==> src/rtl/luhn_pkg.sv <==
// ----------------------------------------------------------------------------
// luhn_pkg
// Shared types, constants and digit helpers for the Luhn card number checker.
// ----------------------------------------------------------------------------
package luhn_pkg;

  localparam int IN_W   = 54;                 // binary card number width
  localparam int NDIG   = 17;                 // decimal digits that 54 bits can hold
  localparam int BCD_W  = 4 * NDIG;
  localparam int GRP    = 4;                  // digits summed per partial sum
  localparam int NGRP   = (NDIG + GRP - 1) / GRP;
  localparam int PART_W = 6;                  // up to GRP * 9
  localparam int TOT_W  = 8;                  // up to NDIG * 9
  localparam int CNT_W  = 5;
  localparam int NMUL   = 16;                 // multiples of ten up to NDIG * 9

  localparam logic [1:0] KIND_NONE = 2'd0;
  localparam logic [1:0] KIND_AMEX = 2'd1;
  localparam logic [1:0] KIND_VISA = 2'd2;
  localparam logic [1:0] KIND_MC   = 2'd3;

  localparam logic [CNT_W-1:0] LEN_VISA_SHORT = 5'd13;
  localparam logic [CNT_W-1:0] LEN_AMEX       = 5'd15;
  localparam logic [CNT_W-1:0] LEN_LONG       = 5'd16;

  // Leading digits in BCD.
  localparam logic [7:0] AMEX_LEAD_A = 8'h34;
  localparam logic [7:0] AMEX_LEAD_B = 8'h37;
  localparam logic [3:0] VISA_LEAD   = 4'h4;
  localparam logic [7:0] MC_LEAD_LO  = 8'h51;
  localparam logic [7:0] MC_LEAD_HI  = 8'h55;

  typedef struct packed {
    logic             valid;
    logic [BCD_W-1:0] bcd;
    logic [IN_W-1:0]  bits;
  } stage_t;

  // Luhn contribution of one digit; doubled digits fold back below ten.
  function automatic logic [3:0] luhn_val(input logic [3:0] d, input logic dbl);
    logic [3:0] r;
    if (!dbl) begin
      r = d;
    end else if (d >= 4'd5) begin
      r = 4'({d, 1'b0} - 5'd9);
    end else begin
      r = {d[2:0], 1'b0};
    end
    return r;
  endfunction

endpackage

==> src/rtl/luhn_check.sv <==
// ----------------------------------------------------------------------------
// luhn_check
// Digit count, brand and two-stage Luhn digit sum on the converted number.
// ----------------------------------------------------------------------------
module luhn_check #(
  parameter int MAX_DIGITS = 16
) (
  input  logic                       clk,
  input  logic                       rst_n,
  input  luhn_pkg::stage_t           in_stage,
  output logic                       out_valid,
  output logic                       out_checksum_ok,
  output logic [1:0]                 out_card_kind,
  output logic [luhn_pkg::CNT_W-1:0] out_digit_count
);

  logic [3:0]                  dig [luhn_pkg::NDIG];
  logic [luhn_pkg::CNT_W-1:0]  ndig_c;
  logic                        rng_c;
  logic [1:0]                  kind_c;
  logic [luhn_pkg::PART_W-1:0] part_c [luhn_pkg::NGRP];

  logic                        s1_valid_r;
  logic                        s1_rng_r;
  logic [1:0]                  s1_kind_r;
  logic [luhn_pkg::CNT_W-1:0]  s1_ndig_r;
  logic [luhn_pkg::PART_W-1:0] s1_part_r [luhn_pkg::NGRP];

  logic [luhn_pkg::TOT_W-1:0]  total_c;
  logic                        mult_c;

  logic                        valid_r;
  logic                        ok_r;
  logic [1:0]                  kind_r;
  logic [luhn_pkg::CNT_W-1:0]  ndig_r;

  always_comb begin
    for (int i = 0; i < luhn_pkg::NDIG; i++) begin
      dig[i] = in_stage.bcd[4*i +: 4];
    end
    ndig_c = '0;
    for (int i = 0; i < luhn_pkg::NDIG; i++) begin
      if (dig[i] != 4'd0) begin
        ndig_c = luhn_pkg::CNT_W'(i + 1);
      end
    end
    rng_c = (ndig_c != '0) && (ndig_c <= luhn_pkg::CNT_W'(MAX_DIGITS));

    kind_c = luhn_pkg::KIND_NONE;
    if (ndig_c == luhn_pkg::LEN_AMEX &&
        ({dig[14], dig[13]} == luhn_pkg::AMEX_LEAD_A ||
         {dig[14], dig[13]} == luhn_pkg::AMEX_LEAD_B)) begin
      kind_c = luhn_pkg::KIND_AMEX;
    end else if (ndig_c == luhn_pkg::LEN_VISA_SHORT && dig[12] == luhn_pkg::VISA_LEAD) begin
      kind_c = luhn_pkg::KIND_VISA;
    end else if (ndig_c == luhn_pkg::LEN_LONG && dig[15] == luhn_pkg::VISA_LEAD) begin
      kind_c = luhn_pkg::KIND_VISA;
    end else if (ndig_c == luhn_pkg::LEN_LONG &&
                 {dig[15], dig[14]} >= luhn_pkg::MC_LEAD_LO &&
                 {dig[15], dig[14]} <= luhn_pkg::MC_LEAD_HI) begin
      kind_c = luhn_pkg::KIND_MC;
    end
    if (!rng_c) begin
      kind_c = luhn_pkg::KIND_NONE;
    end

    for (int g = 0; g < luhn_pkg::NGRP; g++) begin
      part_c[g] = '0;
      for (int j = 0; j < luhn_pkg::GRP; j++) begin
        if (g * luhn_pkg::GRP + j < luhn_pkg::NDIG) begin
          part_c[g] = part_c[g] + luhn_pkg::PART_W'(luhn_pkg::luhn_val(
                        dig[g * luhn_pkg::GRP + j], ((g * luhn_pkg::GRP + j) % 2) == 1));
        end
      end
    end
  end

  always_comb begin
    total_c = '0;
    for (int g = 0; g < luhn_pkg::NGRP; g++) begin
      total_c = total_c + luhn_pkg::TOT_W'(s1_part_r[g]);
    end
    mult_c = 1'b0;
    for (int k = 0; k < luhn_pkg::NMUL; k++) begin
      if (total_c == luhn_pkg::TOT_W'(10 * k)) begin
        mult_c = 1'b1;
      end
    end
  end

  always_ff @(posedge clk) begin
    if (!rst_n) begin
      s1_valid_r <= 1'b0;
      valid_r    <= 1'b0;
    end else begin
      s1_valid_r <= in_stage.valid;
      valid_r    <= s1_valid_r;
    end
  end

  always_ff @(posedge clk) begin
    s1_rng_r  <= rng_c;
    s1_kind_r <= kind_c;
    s1_ndig_r <= ndig_c;
    s1_part_r <= part_c;
    ok_r      <= s1_rng_r && mult_c;
    kind_r    <= s1_kind_r;
    ndig_r    <= s1_ndig_r;
  end

  assign out_valid       = valid_r;
  assign out_checksum_ok = ok_r;
  assign out_card_kind   = kind_r;
  assign out_digit_count = ndig_r;

endmodule

==> config.mk <==
export PLATFORM = sky130hd
export DESIGN_NAME = luhn_check
export DESIGN_NICKNAME = d
export VERILOG_FILES = /design/src/rtl/luhn_pkg.sv /design/src/rtl/luhn_check.sv
export SDC_FILE = /design/constraint.sdc
export NUM_CORES = 1
export LEC_CHECK = 0
export BUFFER_PORTS_ARGS = -buffer_cell sky130_fd_sc_hd__clkbuf_2
export CORE_MARGIN = 4
export CORE_UTILIZATION = 30
export DETAILED_ROUTE_END_ITERATION = 12
export HOLD_SLACK_MARGIN = 0.08
export PLACE_DENSITY_LB_ADDON = 0.08
export SYNTH_ARGS = -nofsm -noshare
export SYNTH_HDL_FRONTEND = slang
export SYNTH_SLANG_ARGS = --single-unit
==> constraint.sdc <==
create_clock -name clk -period 7.73 [get_ports clk]
set_input_delay 1.546 -clock clk [delete_from_list [all_inputs] [get_ports clk]]
set_output_delay 1.546 -clock clk [all_outputs]
set_load 0.005 [all_outputs]
After elaboration in Yosys (flattened, before gate mapping)

Index checks and enable logic that the tools add are counted.

$lt $le $gt $ge: 11
Muxes and demuxes: 45
Reductions and logical operators: 28
Bitwise operators: 1
Equality and inequality tests: 22
Add/sub/neg operators: 24

Operators with widths:

| operator            | number |
|---|---|
| $mux 5              | 16 |
| $reduce_bool 4->1   | 17 |
| $eq 8x7->1 const B  | 6 |
| $eq 8x6->1 const B  | 5 |
| $ge 4x3->1 const B  | 8 |
| $mux 4              | 8 |
| $sub 4x4->4 const B | 8 |
| $add 5x4->6         | 4 |
| $add 6x4->6         | 4 |
| $eq 8x8->1 const B  | 3 |
| $add 4x4->5         | 4 |
| $mux 1              | 18 |
| $eq 8x5->1 const B  | 2 |
| $eq 5x4->1 const B  | 2 |
| $add 7x6->8         | 1 |
| $add 8x4->8         | 1 |
| $add 8x6->8         | 1 |
| $eq 4x3->1 const B  | 2 |
| $eq 8x4->1 const B  | 1 |
| $ge 8x7->1 const B  | 1 |
| $le 8x7->1 const B  | 1 |
| $logic_not 8->1     | 1 |
| $add 6x6->7         | 1 |
| $logic_and 1x1->1   | 7 |
| 7 further kinds     | 9 |

Output and inout port bits: 9
Flip-flop bits (word level): 46

Longest topological paths before layout

Word-level depth: 25
Depth in mapped cells: 14

Worst setup path after synthesis

Ideal clock, no wire load.

Path kind: input to register
From: input port in_stage[59] (netlist bit)
To: register s1_part_r[29] (netlist bit)
Setup slack: 3.347 ns
Required time: 7.671 ns
Stages on the path: 13
Path buffers: 0
Setup time: 0.059 ns
Arrival time: 4.324 ns
Cells stage by stage: inv_1 > ha_1 > nand2b_1 > a21oi_1 > mux2_2 > fa_1 > inv_1 > fa_1 > inv_1 > fa_1 > nor2b_1 > o21ai_0 > nand2b_1

RTL lines:

| what                 | RTL line          | text |
|---|---|---|
| from (decl)          | luhn_check.sv:10  | `input luhn_pkg::stage_t in_stage,` |
| to (signal assigned) | luhn_check.sv:105 | `s1_part_r <= part_c;` |
| to (decl)            | luhn_check.sv:27  | `logic [luhn_pkg::PART_W-1:0] s1_part_r [luhn_pkg::NGRP];` |

==> results.yml <==
critical_path:
  worst_path_max_delay_cell: "fa_1"
  start_kind: "input port"
  path_class: "input port to register"
  critPathMaxFanout: 4
  slowest_delay_ns: 0.57
  cp.arrival_ns: 4.66
  required_ns: 7.96
  end_kind: "register"
  crit_path_cell_trace: "clkbuf_2 > inv_1 > ha_1 > nand2b_1 > a21oi_1 > mux2_2 > fa_1 > inv_1 > fa_1 > inv_1 > fa_1 > nor2b_1 > o21ai_0 > nand2b_1"
clocking:
  ctsHoldBuffers: 0
  clockRootBuffer: "clkbuf_16"
  cts_buffers: 5
  cts.clk_slew.worst_paths_ns: 0.07
  tritoncts: "done"
  cts_buffer_depth: 2
  insertion_delay_ns: 0.28
  cts_setup_buffers: 0
  cts.sinks: 46
  cts_max_level: 2
  ctsResizeCount: 0
hold_path:
  hold_class: "register to register"
die:
  coreArea_um2: 14000
  ios: 134
  die_w_um: 128
  fp.dieArea_um2: 16400
  die_y_um: 128
  start_util_pct: 30.8
  num_rows: 43
route:
  via_per_inst: 4.39
  drt_iter0_markers: 128
  wl_um: 9160
  drc: 0
  wl_per_cell_um: 12.5
  first_pass_iters: 4
  vias: 3213
  antenna_left: 0
layout:
  mostFrequentLayoutCell: "inv_1"
  antenna_cells: 0
  final_cell_mix: "inv_1 (102), clkbuf_2 (79), ha_1 (51)"
  nNetsFinal: 774
  drive_above_1_share_pct: 19.0
  syn_to_final_growth_pct: 18.2
logic_synthesis:
  synth_warnings: 0
  netlist_area_um2: 4310
  ys_seq_area_share_pct: 21.4
  yosysUniqueCellTypes: 53
  ys_ff_latch: 46
  synth_nets: 691
  synth_edf_count: 0
  synthFlopType: "dfxtp_1"
  avgSynthCellArea_um2: 9.22
  syn_inst: 468
  ys_async_sr_fraction_pct: 0
sta:
  hold_viol_final: 0
  fin_crit_sh_pct: 57.3
  setup_violations: 0
  finalClockSkew_ns: 0.00249
  tightestPinTransition_ns: 0.692
  tns_ns: 0
  slew_headroom_pct: 53.4
  timing.fmax_mhz: 226
  finalCriticalPeriod_ns: 4.43
  grt_setup_unrepaired: "no"
  drv_slew: 0
global_route:
  grt_antenna_before_repair: 0
  overflow: 0
  grt_pass1_vias: 3341
  grt_max_degree: 15
  grt_util_all_layers_pct: 11.7
  grt_pass1_wl_um: 15600
placement:
  dp_hpwl_um: 8190
  portBuffers: 79
  gp_congestion: 0.806
flow_run:
  drv_cap: 0
run_status:
  outcome: "completed"
[sequential cells by signal, indices dropped and copies added, names as in the netlist]
name,cells
s1_part_r,28
out_checksum_ok,1
s1_valid_r,1
s1_kind_r,2
s1_ndig_r,5
out_card_kind,2
out_valid,1
out_digit_count,5
s1_rng_r,1
[critical path, delay by kind of cell]
family                     cells  cell delay (ns)
AOI/OAI and AO/OA              2             0.43
muxes                          1             0.40
buffers and inverters          4             0.31
adders and majority gates      4             1.71
and+or+nand+nor                3             0.26
[per-stage QoR]
step	hold slack [ns]	cell area, µm²	worst slack, ns	instances	util, %
2_1_floorplan	0.310	4310	3.35	468	-
3_3_place_gp	0.311	4900	3.05	724	35.0
3_5_place_dp	0.314	4900	3.01	724	35.0
4_1_cts	0.329	5100	3.30	732	36.4
5_1_grt	0.332	5100	3.05	732	36.4
6_report	0.327	5100	3.30	732	36.4
[cell families (layout without fill, tap and decap cells)]
group	after synthesis	after routing	share of synthesized area (%)
buffers and inverters	106	190	9.83
DFF	46	46	21.4
adders and majority gates	98	98	36.6
and+or+nand+nor	119	119	14.7
xor gates and xnor gates	24	24	5.19
AOI/OAI and AO/OA	68	68	10.6
muxes	7	7	1.80
[cells in the mapped netlist, types with 2 or more instances]
| master | count | share of area [%] |
|---|---|---|
| a211oi_1 | 3 | 0.52 |
| a21o_1 | 4 | 0.70 |
| a21oi_1 | 22 | 2.6 |
| a21oi_2 | 3 | 0.61 |
| and2_1 | 2 | 0.29 |
| buf_6 | 3 | 0.78 |
| dfxtp_1 | 46 | 21 |
| fa_1 | 47 | 22 |
| ha_1 | 51 | 15 |
| inv_1 | 102 | 8.9 |
| mux2_2 | 2 | 0.52 |
| mux2i_1 | 4 | 0.93 |
| nand2_1 | 34 | 3.0 |
| nand2b_1 | 15 | 2.2 |
| nor2_1 | 26 | 2.3 |
| nor2b_1 | 9 | 1.3 |
| nor3_1 | 4 | 0.46 |
| nor3b_1 | 3 | 0.52 |
| nor4_1 | 8 | 1.2 |
| o2111ai_1 | 3 | 0.61 |
| o211ai_1 | 3 | 0.52 |
| o21ai_0 | 12 | 1.4 |
| o21bai_1 | 3 | 0.52 |
| o311ai_1 | 2 | 0.41 |
| or3b_2 | 3 | 0.61 |
| or4_1 | 6 | 1.0 |
| xnor2_1 | 18 | 3.7 |
| xor2_1 | 5 | 1.0 |
[routing by layer]
layer	track usage [%]	share of wire, %
met5	0	0
met1	17.0	50
met3	1.92	4.4
met2	18.7	45
met4	2.06	0.66
[worst paths after layout]
kind	start	to	slack, ns	cells after the start
setup / recovery	in_stage[58]	s1_part_r[29]	3.30	14
hold / removal	s1_ndig_r[3]	out_digit_count[3]	0.33	0
setup reg to reg	s1_part_r[1]	out_checksum_ok	3.67	12
hold reg to reg	s1_ndig_r[3]	out_digit_count[3]	0.33	0
[final cells by class]
class,instances,area [µm²]
sequential,46,921
inverter,102,383
fill,1452,8890
tap,180,225
clock buffer,6,139
multi-input combinational,316,2970
timing repair buffer,80,403
clock inverter,2,60.1
Power is not shown: default switching activity piles up to over one toggle a cycle in this logic, so the estimate is an artifact.
