[config.mk]
export PLATFORM = sky130hd
export DESIGN_NAME = luhn_cell
export DESIGN_NICKNAME = d
export VERILOG_FILES = /design/src/rtl/luhn_pkg.sv /design/src/rtl/luhn_cell.sv
export SDC_FILE = /design/constraint.sdc
export NUM_CORES = 1
export LEC_CHECK = 0
export BUFFER_PORTS_ARGS = -buffer_cell sky130_fd_sc_hd__buf_2
export CAP_MARGIN = 20
export CORE_UTILIZATION = 43
export DETAILED_ROUTE_END_ITERATION = 10
export PLACE_DENSITY_LB_ADDON = 0.12
export SYNTH_ARGS = -nofsm -noshare
export SYNTH_HDL_FRONTEND = slang
export SYNTH_SLANG_ARGS = --single-unit
export TNS_END_PERCENT = 20
[constraint.sdc]
create_clock -name clk -period 1.2 [get_ports clk]
set_input_delay 0.06 -clock clk [delete_from_list [all_inputs] [get_ports clk]]
set_output_delay 0.06 -clock clk [all_outputs]
set_load 0.01 [all_outputs]
[src/rtl/luhn_pkg.sv]
// ----------------------------------------------------------------------------
// luhn_pkg
// Shared types, constants and digit helpers for the Luhn card number checker.
// ----------------------------------------------------------------------------
package luhn_pkg;

  localparam int IN_W   = 54;                 // binary card number width
  localparam int NDIG   = 17;                 // decimal digits that 54 bits can hold
  localparam int BCD_W  = 4 * NDIG;
  localparam int GRP    = 4;                  // digits summed per partial sum
  localparam int NGRP   = (NDIG + GRP - 1) / GRP;
  localparam int PART_W = 6;                  // up to GRP * 9
  localparam int TOT_W  = 8;                  // up to NDIG * 9
  localparam int CNT_W  = 5;
  localparam int NMUL   = 16;                 // multiples of ten up to NDIG * 9

  localparam logic [1:0] KIND_NONE = 2'd0;
  localparam logic [1:0] KIND_AMEX = 2'd1;
  localparam logic [1:0] KIND_VISA = 2'd2;
  localparam logic [1:0] KIND_MC   = 2'd3;

  localparam logic [CNT_W-1:0] LEN_VISA_SHORT = 5'd13;
  localparam logic [CNT_W-1:0] LEN_AMEX       = 5'd15;
  localparam logic [CNT_W-1:0] LEN_LONG       = 5'd16;

  // Leading digits in BCD.
  localparam logic [7:0] AMEX_LEAD_A = 8'h34;
  localparam logic [7:0] AMEX_LEAD_B = 8'h37;
  localparam logic [3:0] VISA_LEAD   = 4'h4;
  localparam logic [7:0] MC_LEAD_LO  = 8'h51;
  localparam logic [7:0] MC_LEAD_HI  = 8'h55;

  typedef struct packed {
    logic             valid;
    logic [BCD_W-1:0] bcd;
    logic [IN_W-1:0]  bits;
  } stage_t;

  // Luhn contribution of one digit; doubled digits fold back below ten.
  function automatic logic [3:0] luhn_val(input logic [3:0] d, input logic dbl);
    logic [3:0] r;
    if (!dbl) begin
      r = d;
    end else if (d >= 4'd5) begin
      r = 4'({d, 1'b0} - 5'd9);
    end else begin
      r = {d[2:0], 1'b0};
    end
    return r;
  endfunction

endpackage

[src/rtl/luhn_cell.sv]
// ----------------------------------------------------------------------------
// luhn_cell
// One binary-to-BCD step: add three to every digit above four, shift in a bit.
// ----------------------------------------------------------------------------
module luhn_cell (
  input  logic            clk,
  input  logic            rst_n,
  input  luhn_pkg::stage_t in_stage,
  output luhn_pkg::stage_t out_stage
);

  logic [luhn_pkg::BCD_W-1:0] adj;
  logic                       valid_r;
  logic [luhn_pkg::BCD_W-1:0] bcd_r;
  logic [luhn_pkg::IN_W-1:0]  bits_r;
  logic [luhn_pkg::BCD_W-1:0] bcd_nxt;
  logic [luhn_pkg::IN_W-1:0]  bits_nxt;

  always_comb begin
    for (int i = 0; i < luhn_pkg::NDIG; i++) begin
      adj[4*i +: 4] = (in_stage.bcd[4*i +: 4] >= 4'd5) ?
                      in_stage.bcd[4*i +: 4] + 4'd3 : in_stage.bcd[4*i +: 4];
    end
    bcd_nxt  = {adj[luhn_pkg::BCD_W-2:0], in_stage.bits[luhn_pkg::IN_W-1]};
    bits_nxt = {in_stage.bits[luhn_pkg::IN_W-2:0], 1'b0};
  end

  always_ff @(posedge clk) begin
    if (!rst_n) begin
      valid_r <= 1'b0;
    end else begin
      valid_r <= in_stage.valid;
    end
  end

  always_ff @(posedge clk) begin
    bcd_r  <= bcd_nxt;
    bits_r <= bits_nxt;
  end

  assign out_stage = '{valid: valid_r, bcd: bcd_r, bits: bits_r};

endmodule

Yosys cells after proc, flatten, opt, wreduce, memory -nomap -nowiden
Index checks and enable logic that the tools add are counted.
{"block": "op_classes", "mux": 17, "magnitude_cmp": 17, "n_addsub": 17}
{"operator": "4-bit by 3-bit >= comparator with 1-bit output, second input constant", "count": 17}
{"operator": "4-bit by 2-bit adder with 4-bit output, second input constant", "count": 16}
{"operator": "4-bit two-way mux", "count": 16}
{"operator": "3-bit by 2-bit adder with 3-bit output, second input constant", "count": 1}
{"operator": "3-bit two-way mux", "count": 1}
{"block": "totals", "out_inout_bits": 123, "reg_bits": 122, "input_bits": 125}

Logic depth before layout (Yosys ltp)
Gate-level depths: netlist of run 1.
{"block": "logic_depth", "depth_word": 2, "depth_mapped": 5}

Worst setup path before layout of run 1
OpenSTA, ideal clock, no wires.
{"block": "synth_timing", "path_type": "input to register", "from": "in in_stage[63] in the netlist's numbering", "to": "reg bcd_r[10] in the netlist's numbering", "setup_slack_ns": 0.356, "arrival_time_ns": 0.773, "setup_ns": 0.072, "path_stages": 5, "path_buffers": 0, "path_cell_list": "inv_1 -> ha_1 -> nand2b_1 -> a21oi_2 -> mux2i_1"}
{"block": "synth_between", "elab_chain_len": 2}
{"item": "from (decl)", "line": "luhn_cell.sv:8", "source": "input luhn_pkg::stage_t in_stage,"}
{"item": "4-bit by 2-bit adder with 4-bit output or 4-bit by 3-bit >= comparator with 1-bit output (tied branches)", "line": "luhn_cell.sv:22, luhn_cell.sv:21"}
{"item": "4-bit two-way mux *", "line": "luhn_cell.sv:21", "source": "adj[4*i +: 4] = (in_stage.bcd[4*i +: 4] >= 4'd5) ?"}
{"item": "net adj (one bit)", "line": "luhn_cell.sv:12", "source": "logic [luhn_pkg::BCD_W-1:0] adj;"}
{"item": "to (signal assigned)", "line": "luhn_cell.sv:37", "source": "bcd_r <= bcd_nxt;"}
{"item": "to (decl)", "line": "luhn_cell.sv:14", "source": "logic [luhn_pkg::BCD_W-1:0] bcd_r;"}
The timed path passes the listed nets; every way through them passes the cells marked *.
A chain may end at the register's enable or synchronous reset.

Worst setup path in the final report of run 1
{"block": "layout_timing", "from": "in in_stage[76] in the netlist's numbering", "to": "reg bcd_r[23] in the netlist's numbering"}
The elaborated chain is that of the path after synthesis.

==> results.py, run 1 <==
metrics = {
    "timing": {
        "period_share": 1.01,
        "final.setup.tns_ps": -18.4,
        "setup_viol": 3,
        "slew_viol_final": 0,
        "period_needed_ps": 1210,
        "rsz0062_at_grt": "true",
        "fin_hold_ws_ps": -154,
        "fmax_mhz": 825,
        "setup_slack_ps": -11.4,
        "hold_viol_final": 6,
    },
    "global_route": {
        "grt_pass1_vias": 4253,
        "grt_usage": 0.247,
        "overflow": 0,
        "grt_pass1_wl_mm": 18.9,
        "antenna_found_initial": 0,
        "grt_max_degree": 17,
    },
    "synthesis": {
        "netlist_area_um2": 4170,
        "synth_nets": 553,
        "synthDistinctLibCells": 14,
        "syn_avg_cell_area_um2": 10.6,
        "ys_seq_area_frac": 0.586,
        "synth_warnings": 0,
        "syn_inst": 394,
        "synth_seq_cells": 122,
    },
    "clocking": {
        "cts_buffers": 17,
        "clkSlewWorstSetupHoldPaths_ps": 50,
        "cts_tree": "done",
        "root_buffer": "clkbuf_8",
        "clock-sinks": 122,
        "htreeDepth": 4,
        "ctsLongestPathBuffers": 2,
    },
    "cells_and_area": {
        "num_antenna_cells": 0,
        "syn2layout_area_growth_pct": 82.5,
        "nFillCells": 559,
        "drive_above_1_share": 0.361,
        "fin_util": 0.816,
        "nets": 961,
    },
    "floorplanning": {
        "die_area_um2": 10100,
        "fp.dieW_um": 100,
        "die_h_um": 100,
        "core_um2": 9330,
        "start_util": 0.447,
        "std_cell_rows": 35,
        "num_io_pins": 248,
    },
    "worst_setup_path": {
        "crit_buf_inv": 3,
        "critPathRequiredTime_ps": 1650,
        "path_class": "in2reg",
        "worstPathArrival_ps": 1660,
        "end_kind": "flop",
        "crit_family": "buffers and inverters",
        "cpPeakStageDelay_ps": 560,
        "crit_chain": "dlygate4sd3_1, buf_2, nor2_1, nand2_1, dlygate4sd3_1, nand2_1",
        "startpoint_type": "primary input",
        "cp_slowest_cell": "dlygate4sd3_1",
        "cp_max_fo": 4,
    },
    "route": {
        "postRouteAntennaNets": 0,
        "wirelength_mm": 13.0,
        "vias": 4175,
        "wl_per_cell_um": 13.8,
        "routed_via_density": 4.44,
        "drtIter0Drc": 56,
        "drc": 0,
        "firstDrtPassIters": 4,
    },
    "placed_design": {
        "io_buffers": 246,
        "dp_hpwl_mm": 7.31,
        "routabilityCongestion": 0.784,
    },
    "pwr": {
        "p_int_mw": 8.31,
        "clock_power_share": 0.428,
        "p_leak_nw": 3.81,
        "power_density_nw_per_um2": 1430,
        "power_switching_mw": 2.60,
        "p_seq_frac": 0.410,
        "swShare": 0.238,
        "combPwrFrac": 0.162,
        "peakVddDrop_mv": 0.903,
    },
    "hold_path": {
        "hold_class": "in2reg",
    },
    "job": {
        "cap_violations": 0,
    },
    "run_status": {
        "status": "complete, but fails checks",
        "violations": "negative hold slack, negative setup slack",
    },
}
-- power by group through the flow --
stage / logic, mW / clock network, mW / registers (mW)
floorplan: 0.405 / 0 / 4.73
global placement: 1.23 / 0 / 4.54
detailed placement: 1.26 / 0 / 4.54
CTS: 1.66 / 4.76 / 4.46
global route: 1.92 / 4.94 / 4.49
finish: 1.77 / 4.66 / 4.47
-- state kept, by name, indices dropped and copies added (netlist names) --
register,count
valid_r,1
bits_r,53
bcd_r,68
-- cells in the mapped netlist --
master	n	share of area
o21ai_1	16	0.019
dfxtp_1	122	0.59
inv_1	34	0.031
nor2_1	17	0.015
conb_1	1	0.00090
o21ai_0	16	0.019
nand2_1	67	0.060
buf_4	2	0.0036
xnor2_1	17	0.036
nand2b_1	33	0.050
ha_1	34	0.10
a21oi_2	17	0.036
and2_1	1	0.0015
mux2i_1	17	0.041
-- logic make-up after synthesis --
kind of cell,synth area share
and+or+nand+nor,0.127
DFF,0.586
muxes,0.0408
xor gates and xnor gates,0.0357
other,0.000899
adders and majority gates,0.102
buffers and inverters,0.0342
AOI/OAI and AO/OA,0.0741
-- stage by stage --
stage               hold WS [ps]  power, mW  area, um2  worst slack (ps)  instances
floorplan                   87.7       5.14       4170               356        394
CTS                         -185       10.9       7490              9.79        935
global placement             162       5.77       5550               185        767
detailed placement           164       5.81       5550               158        767
finish                      -154       10.9       7610             -11.4        941
global route                -170       11.3       7610             -58.1        941
-- cell usage in the layout (no fill, tap or decap) --
cell type	n
a21oi_2	11
a21oi_4	6
and2_1	1
buf_2	244
buf_4	1
buf_6	1
bufinv_16	1
clkbuf_16	16
clkbuf_8	6
clkinv_2	3
clkinvlp_4	3
conb_1	1
dfxtp_1	122
dlygate4sd3_1	143
dlymetal6s4s_1	2
ha_1	33
ha_2	1
inv_1	34
mux2i_1	17
nand2_1	67
nand2b_1	33
nor2_1	17
o21ai_0	15
o21ai_1	17
xnor2_1	17
-- final cells by class --
| class | instances | area, um2 | area share |
|---|---|---|---|
| clock buffers | 22 | 483 | 0.0635 |
| repair buffers | 391 | 2700 | 0.354 |
| inverters | 34 | 128 | 0.0168 |
| well taps | 129 | 161 | 0.0212 |
| flip-flops and latches | 122 | 2440 | 0.321 |
| clock inverters | 7 | 67.6 | 0.00888 |
| multi-input cells | 236 | 1630 | 0.215 |
-- final timing paths --
check           from        end  slack, ps  depth (start not counted)
max     in_stage[76]  bcd_r[23]        -10                          6
min    in_stage[106]  bcd_r[53]       -150                          2
-- layer usage --
layer / track usage / wire, um / vias to the layer above / part of all wire
met5: 0 / 0 / - / 0
met4: 0.137 / 480 / 0 / 0.037
met3: 0.0936 / 916 / 46 / 0.070
met2: 0.481 / 7190 / 184 / 0.55
met1: 0.215 / 4410 / 1879 / 0.34
li1: - / - / 2066 / -
-- what timing repair did --
action                     in CTS  in global routing
gates resized for setup         0                 13
hold buffers                  139                  7
setup endpoints to repair       0                 12
setup buffers                   0                  0
hold endpoints to repair      122                 10
No activity file was read; power rests on OpenSTA's default activity.
==> run 2, diff against run 1 <==
--- a/config.mk
+++ b/config.mk
@@ -7,8 +7,9 @@
 export LEC_CHECK = 0
 export BUFFER_PORTS_ARGS = -buffer_cell sky130_fd_sc_hd__buf_2
 export CAP_MARGIN = 20
-export CORE_UTILIZATION = 43
+export CORE_UTILIZATION = 45
 export DETAILED_ROUTE_END_ITERATION = 10
+export HOLD_SLACK_MARGIN = 0.1
 export PLACE_DENSITY_LB_ADDON = 0.12
 export SYNTH_ARGS = -nofsm -noshare
 export SYNTH_HDL_FRONTEND = slang
==> constraint.sdc (replaced) <==
create_clock -name clk -period 1.4 [get_ports clk]
set_input_delay 0.07 -clock clk [delete_from_list [all_inputs] [get_ports clk]]
set_output_delay 0.07 -clock clk [all_outputs]
set_load 0.01 [all_outputs]
==> run 2 against run 1 <==
  * The run now fails in 4_1_cts
  * Synthesized cell count is the same
  * Area after synthesis is the same
==> results.py, run 2 <==
metrics = {
    "synthesis": {
        "yosys_most_used_dff": "dfxtp_1",
        "synth_top_area_cell": "dfxtp_1",
        "synth_warnings": 0,
        "syn_avg_cell_area_um2": 10.6,
        "synth_area_leaders": "dfxtp_1 (59%), ha_1 (10%), nand2_1 (6.0%), nand2b_1 (5.0%), mux2i_1 (4.1%)",
        "synthDistinctLibCells": 14,
        "synth_nets": 553,
        "ys_top_cells_by_count": "dfxtp_1 (122), nand2_1 (67), ha_1 (34), inv_1 (34), nand2b_1 (33)",
        "netlist_area_um2": 4170,
        "async_reset_ff_frac": 0,
        "yosysTopAreaCellShare": 0.586,
        "ys_seq_area_frac": 0.586,
        "syn_inst": 394,
        "synth_edf_count": 0,
        "synth_seq_cells": 122,
        "yosysMostFrequentCell": "dfxtp_1",
    },
    "clocking": {
        "htreeDepth": 4,
        "cts_resized": 0,
        "cts_buffers": 17,
        "root_buffer": "clkbuf_8",
        "postCtsSetupBuffers": 0,
        "postCtsHoldBufs": 156,
        "clock-sinks": 122,
        "ctsLongestPathBuffers": 2,
    },
    "floorplanning": {
        "num_io_pins": 248,
        "die_h_um": 98.3,
        "fp.dieW_um": 98.3,
        "start_util": 0.471,
        "std_cell_rows": 34,
    },
    "placed_design": {
        "placed_area_um2": 5520,
        "io_buffers": 246,
        "routabilityCongestion": 0.772,
        "dp_hpwl_mm": 7.42,
        "place_inst": 746,
    },
    "run_status": {
        "firstError": "[ERROR RSZ-0060] Max buffer count reached.",
        "status": "aborted with a tool error",
        "failing_step": "4_1_cts",
    },
}
-- run 2: cell families after synthesis --
| logic type | synth area share |
|---|---|
| other | 0.000899 |
| flip-flops | 0.586 |
| buffers and inverters | 0.0342 |
| multiplexers | 0.0408 |
| AND/OR/NAND/NOR | 0.127 |
| adder cells (fa/ha/maj) | 0.102 |
| AO/OA/AOI/OAI | 0.0741 |
| XOR/XNOR | 0.0357 |
-- run 2: stage by stage --
stage	util	worst slack, ps
3_3_place_gp	0.624	339
3_5_place_dp	0.624	291
2_1_floorplan	-	546
==> run 3, diff against run 2 <==
--- a/config.mk
+++ b/config.mk
@@ -7,10 +7,9 @@
 export LEC_CHECK = 0
 export BUFFER_PORTS_ARGS = -buffer_cell sky130_fd_sc_hd__buf_2
 export CAP_MARGIN = 20
-export CORE_UTILIZATION = 45
+export CORE_UTILIZATION = 30
 export DETAILED_ROUTE_END_ITERATION = 10
-export HOLD_SLACK_MARGIN = 0.1
-export PLACE_DENSITY_LB_ADDON = 0.12
+export PLACE_DENSITY_LB_ADDON = 0.15
 export SYNTH_ARGS = -nofsm -noshare
 export SYNTH_HDL_FRONTEND = slang
 export SYNTH_SLANG_ARGS = --single-unit
==> run 3 against run 2 <==
  * The flow now finishes, with violations (negative setup slack)
==> results.py, run 3 (same netlist as run 1, synthesis figures left out) <==
metrics = {
    "timing": {
        "rsz0062_at_grt": "true",
        "fin_hold_ws_ps": 290,
        "period_needed_ps": 1410,
        "fmax_mhz": 709,
        "slew_viol_final": 0,
        "hold_viol_final": 0,
        "setup_viol": 1,
        "final.setup.tns_ps": -11.3,
        "setup_slack_ps": -11.3,
        "period_share": 1.01,
    },
    "global_route": {
        "grt_pass1_wl_mm": 17.9,
        "antenna_found_initial": 0,
        "overflow": 0,
        "grt_usage": 0.160,
        "grt_max_degree": 17,
        "grt_pass1_vias": 4218,
    },
    "placed_design": {
        "routabilityCongestion": 0.779,
        "placed_area_um2": 5610,
        "io_buffers": 246,
        "dp_hpwl_mm": 7.38,
        "place_inst": 814,
    },
    "cells_and_area": {
        "largest_reg_flops": 68,
        "finalNonFillerCells": 998,
        "most-common-layout-cells": "buf_2 (232), dlygate4sd3_1 (150), dfxtp_1 (122)",
        "syn2layout_area_growth_pct": 90.8,
        "regMostFlops": "bcd_r",
        "final_area_um2": 7960,
        "drive_above_1_share": 0.404,
        "biggestRegsByFlops": "bcd_r: 68 flops, bits_r: 53 flops, valid_r: 1 flops",
        "num_antenna_cells": 0,
        "layout_commonest_cell": "buf_2",
        "nets": 968,
    },
    "pwr": {
        "power_density_nw_per_um2": 1230,
        "p_leak_nw": 3.83,
        "peakVddDrop_mv": 0.729,
    },
    "run_status": {
        "violations": "negative setup slack",
        "status": "complete, but fails checks",
    },
    "clocking": {
        "cts_buffers": 17,
        "cts_tree": "done",
        "root_buffer": "clkbuf_16",
        "clkSlewWorstSetupHoldPaths_ps": 50,
        "htreeDepth": 4,
        "clock-sinks": 122,
        "ctsLongestPathBuffers": 2,
    },
    "route": {
        "drtIter0Drc": 140,
        "firstDrtPassIters": 4,
        "routed_via_density": 4.12,
        "wl_per_cell_um": 11.5,
        "vias": 4116,
        "postRouteAntennaNets": 0,
        "wirelength_mm": 11.5,
        "drc": 0,
    },
    "worst_setup_path": {
        "path_class": "in2reg",
        "end_kind": "flop",
        "cp_max_fo": 3,
        "worstPathArrival_ps": 1710,
        "startpoint_type": "primary input",
        "critPathRequiredTime_ps": 1700,
    },
    "floorplanning": {
        "core_um2": 13400,
        "start_util": 0.311,
        "die_area_um2": 14400,
        "fp.dieW_um": 120,
        "std_cell_rows": 42,
        "num_io_pins": 248,
        "die_h_um": 120,
    },
    "hold_path": {
        "hold_class": "in2reg",
    },
    "job": {
        "cap_violations": 0,
    },
}
## run 3: critical path: stages
cell	delay, ps
dlygate4sd3_1	540
buf_2	130
inv_1	90
ha_2	200
nor2_1	40
nand2_1	50
dlygate4sd3_1	540
nand2_1	40
## run 3: worst paths after layout
kind  slack (ps)          start  depth (start not counted)   endpoint
max          -10  in_stage[103]                          8  bcd_r[51]
min          290    in_stage[3]                          2  bits_r[4]
## run 3: routing by layer
layer / global-route usage / share of wire / vias to the layer above
met5: 0 / 0 / -
li1: - / - / 2083
met3: 0.0599 / 0.075 / 28
met2: 0.297 / 0.53 / 159
met4: 0.0844 / 0.028 / 0
met1: 0.149 / 0.37 / 1846
## run 3: final cells by class
| type | instances | area [um2] |
|---|---|---|
| fill | 1105 | 5440 |
| inverter | 34 | 133 |
| clock inverter | 13 | 176 |
| clock buffer | 19 | 433 |
| timing repair buffer | 398 | 2800 |
| sequential | 122 | 2440 |
| tap | 176 | 220 |
| multi-input combinational | 236 | 1750 |
## run 3: through the flow
| step | power (mW) | utilization | setup slack, ps |
|---|---|---|---|
| 2_1_floorplan | 4.41 | - | 546 |
| 3_3_place_gp | 4.96 | 0.418 | 358 |
| 3_5_place_dp | 4.98 | 0.418 | 345 |
| 4_1_cts | 9.88 | 0.578 | 4.98 |
| 5_1_grt | 10.3 | 0.594 | -54.1 |
| 6_report | 9.82 | 0.594 | -11.3 |
## run 3: power by group
part / total, mW / switching [mW] / internal [mW]
sequential: 3.83 / 0.0660 / 3.76
combinational: 1.50 / 0.674 / 0.827
clock: 4.49 / 1.53 / 2.96
## run 3: what timing repair did
| item | in CTS | in global routing |
|---|---|---|
| hold buffers | 153 | 0 |
| buffers inserted | 0 | 0 |
| gates resized for setup | 0 | 71 |
| endpoints found under the setup margin | 0 | 18 |
| hold endpoints to repair | 122 | 0 |
==> run 4, diff against run 3 <==
--- a/config.mk
+++ b/config.mk
@@ -7,10 +7,11 @@
 export LEC_CHECK = 0
 export BUFFER_PORTS_ARGS = -buffer_cell sky130_fd_sc_hd__buf_2
 export CAP_MARGIN = 20
-export CORE_UTILIZATION = 30
+export CORE_UTILIZATION = 46
 export DETAILED_ROUTE_END_ITERATION = 10
 export PLACE_DENSITY_LB_ADDON = 0.15
+export SLEW_MARGIN = 20
 export SYNTH_ARGS = -nofsm -noshare
 export SYNTH_HDL_FRONTEND = slang
 export SYNTH_SLANG_ARGS = --single-unit
-export TNS_END_PERCENT = 20
+export TNS_END_PERCENT = 30
==> run 4 against run 3 <==
  * The run now fails in 4_1_cts
  * Area after synthesis unchanged
  * Synthesized cell count unchanged
==> results.py, run 4 <==
metrics = {
    "run_status": {
        "status": "aborted with a tool error",
        "failing_step": "4_1_cts",
        "firstError": "[ERROR RSZ-0060] Max buffer count reached.",
    },
    "synthesis": {
        "synth_area_leaders": "dfxtp_1 (59%), ha_1 (10%), nand2_1 (6.0%), nand2b_1 (5.0%), mux2i_1 (4.1%)",
        "ys_top_cells_by_count": "dfxtp_1 (122), nand2_1 (67), ha_1 (34), inv_1 (34), nand2b_1 (33)",
        "synth_warnings": 0,
        "synth-simple-area-share": 0.127,
        "synth-xor-area-share": 0.0357,
        "synth_nets": 553,
        "ys_seq_area_frac": 0.586,
        "synth_compound_area_frac": 0.0741,
        "netlist_area_um2": 4170,
        "synth_adder_area_share": 0.102,
        "async_reset_ff_frac": 0,
        "synth_top_family_by_area": "simple AND/OR/NAND/NOR gates",
        "synthDistinctLibCells": 14,
        "syn_avg_cell_area_um2": 10.6,
        "synth_edf_count": 0,
        "yosysTopAreaCellShare": 0.586,
        "synth_seq_cells": 122,
        "synth_mux_area_frac": 0.0408,
        "syn_inst": 394,
        "yosysMostFrequentCell": "dfxtp_1",
        "yosys_most_used_dff": "dfxtp_1",
        "synth_top_area_cell": "dfxtp_1",
    },
    "floorplanning": {
        "fp.dieW_um": 97.2,
        "num_io_pins": 248,
        "std_cell_rows": 34,
        "start_util": 0.476,
        "die_h_um": 97.2,
    },
    "placed_design": {
        "place_inst": 746,
        "io_buffers": 246,
        "dp_hpwl_mm": 7.36,
        "routabilityCongestion": 0.762,
    },
    "clocking": {
        "ctsLongestPathBuffers": 2,
        "htreeDepth": 4,
        "cts_buffers": 17,
        "postCtsSetupBuffers": 0,
        "cts_resized": 0,
        "root_buffer": "clkbuf_8",
        "postCtsHoldBufs": 156,
        "clock-sinks": 122,
    },
}
## run 4: per-stage QoR
step | worst slack, ps | area (um2)
after global placement | 367 | 5520
after floorplan | 546 | 4170
after detailed placement | 338 | 5520
## run 4: cell families after synthesis
logic type,count (synthesis)
flip-flops,122
buffers and inverters,36
AND/OR/NAND/NOR,118
XOR/XNOR,17
other,1
AO/OA/AOI/OAI,49
adder cells (fa/ha/maj),34
multiplexers,17
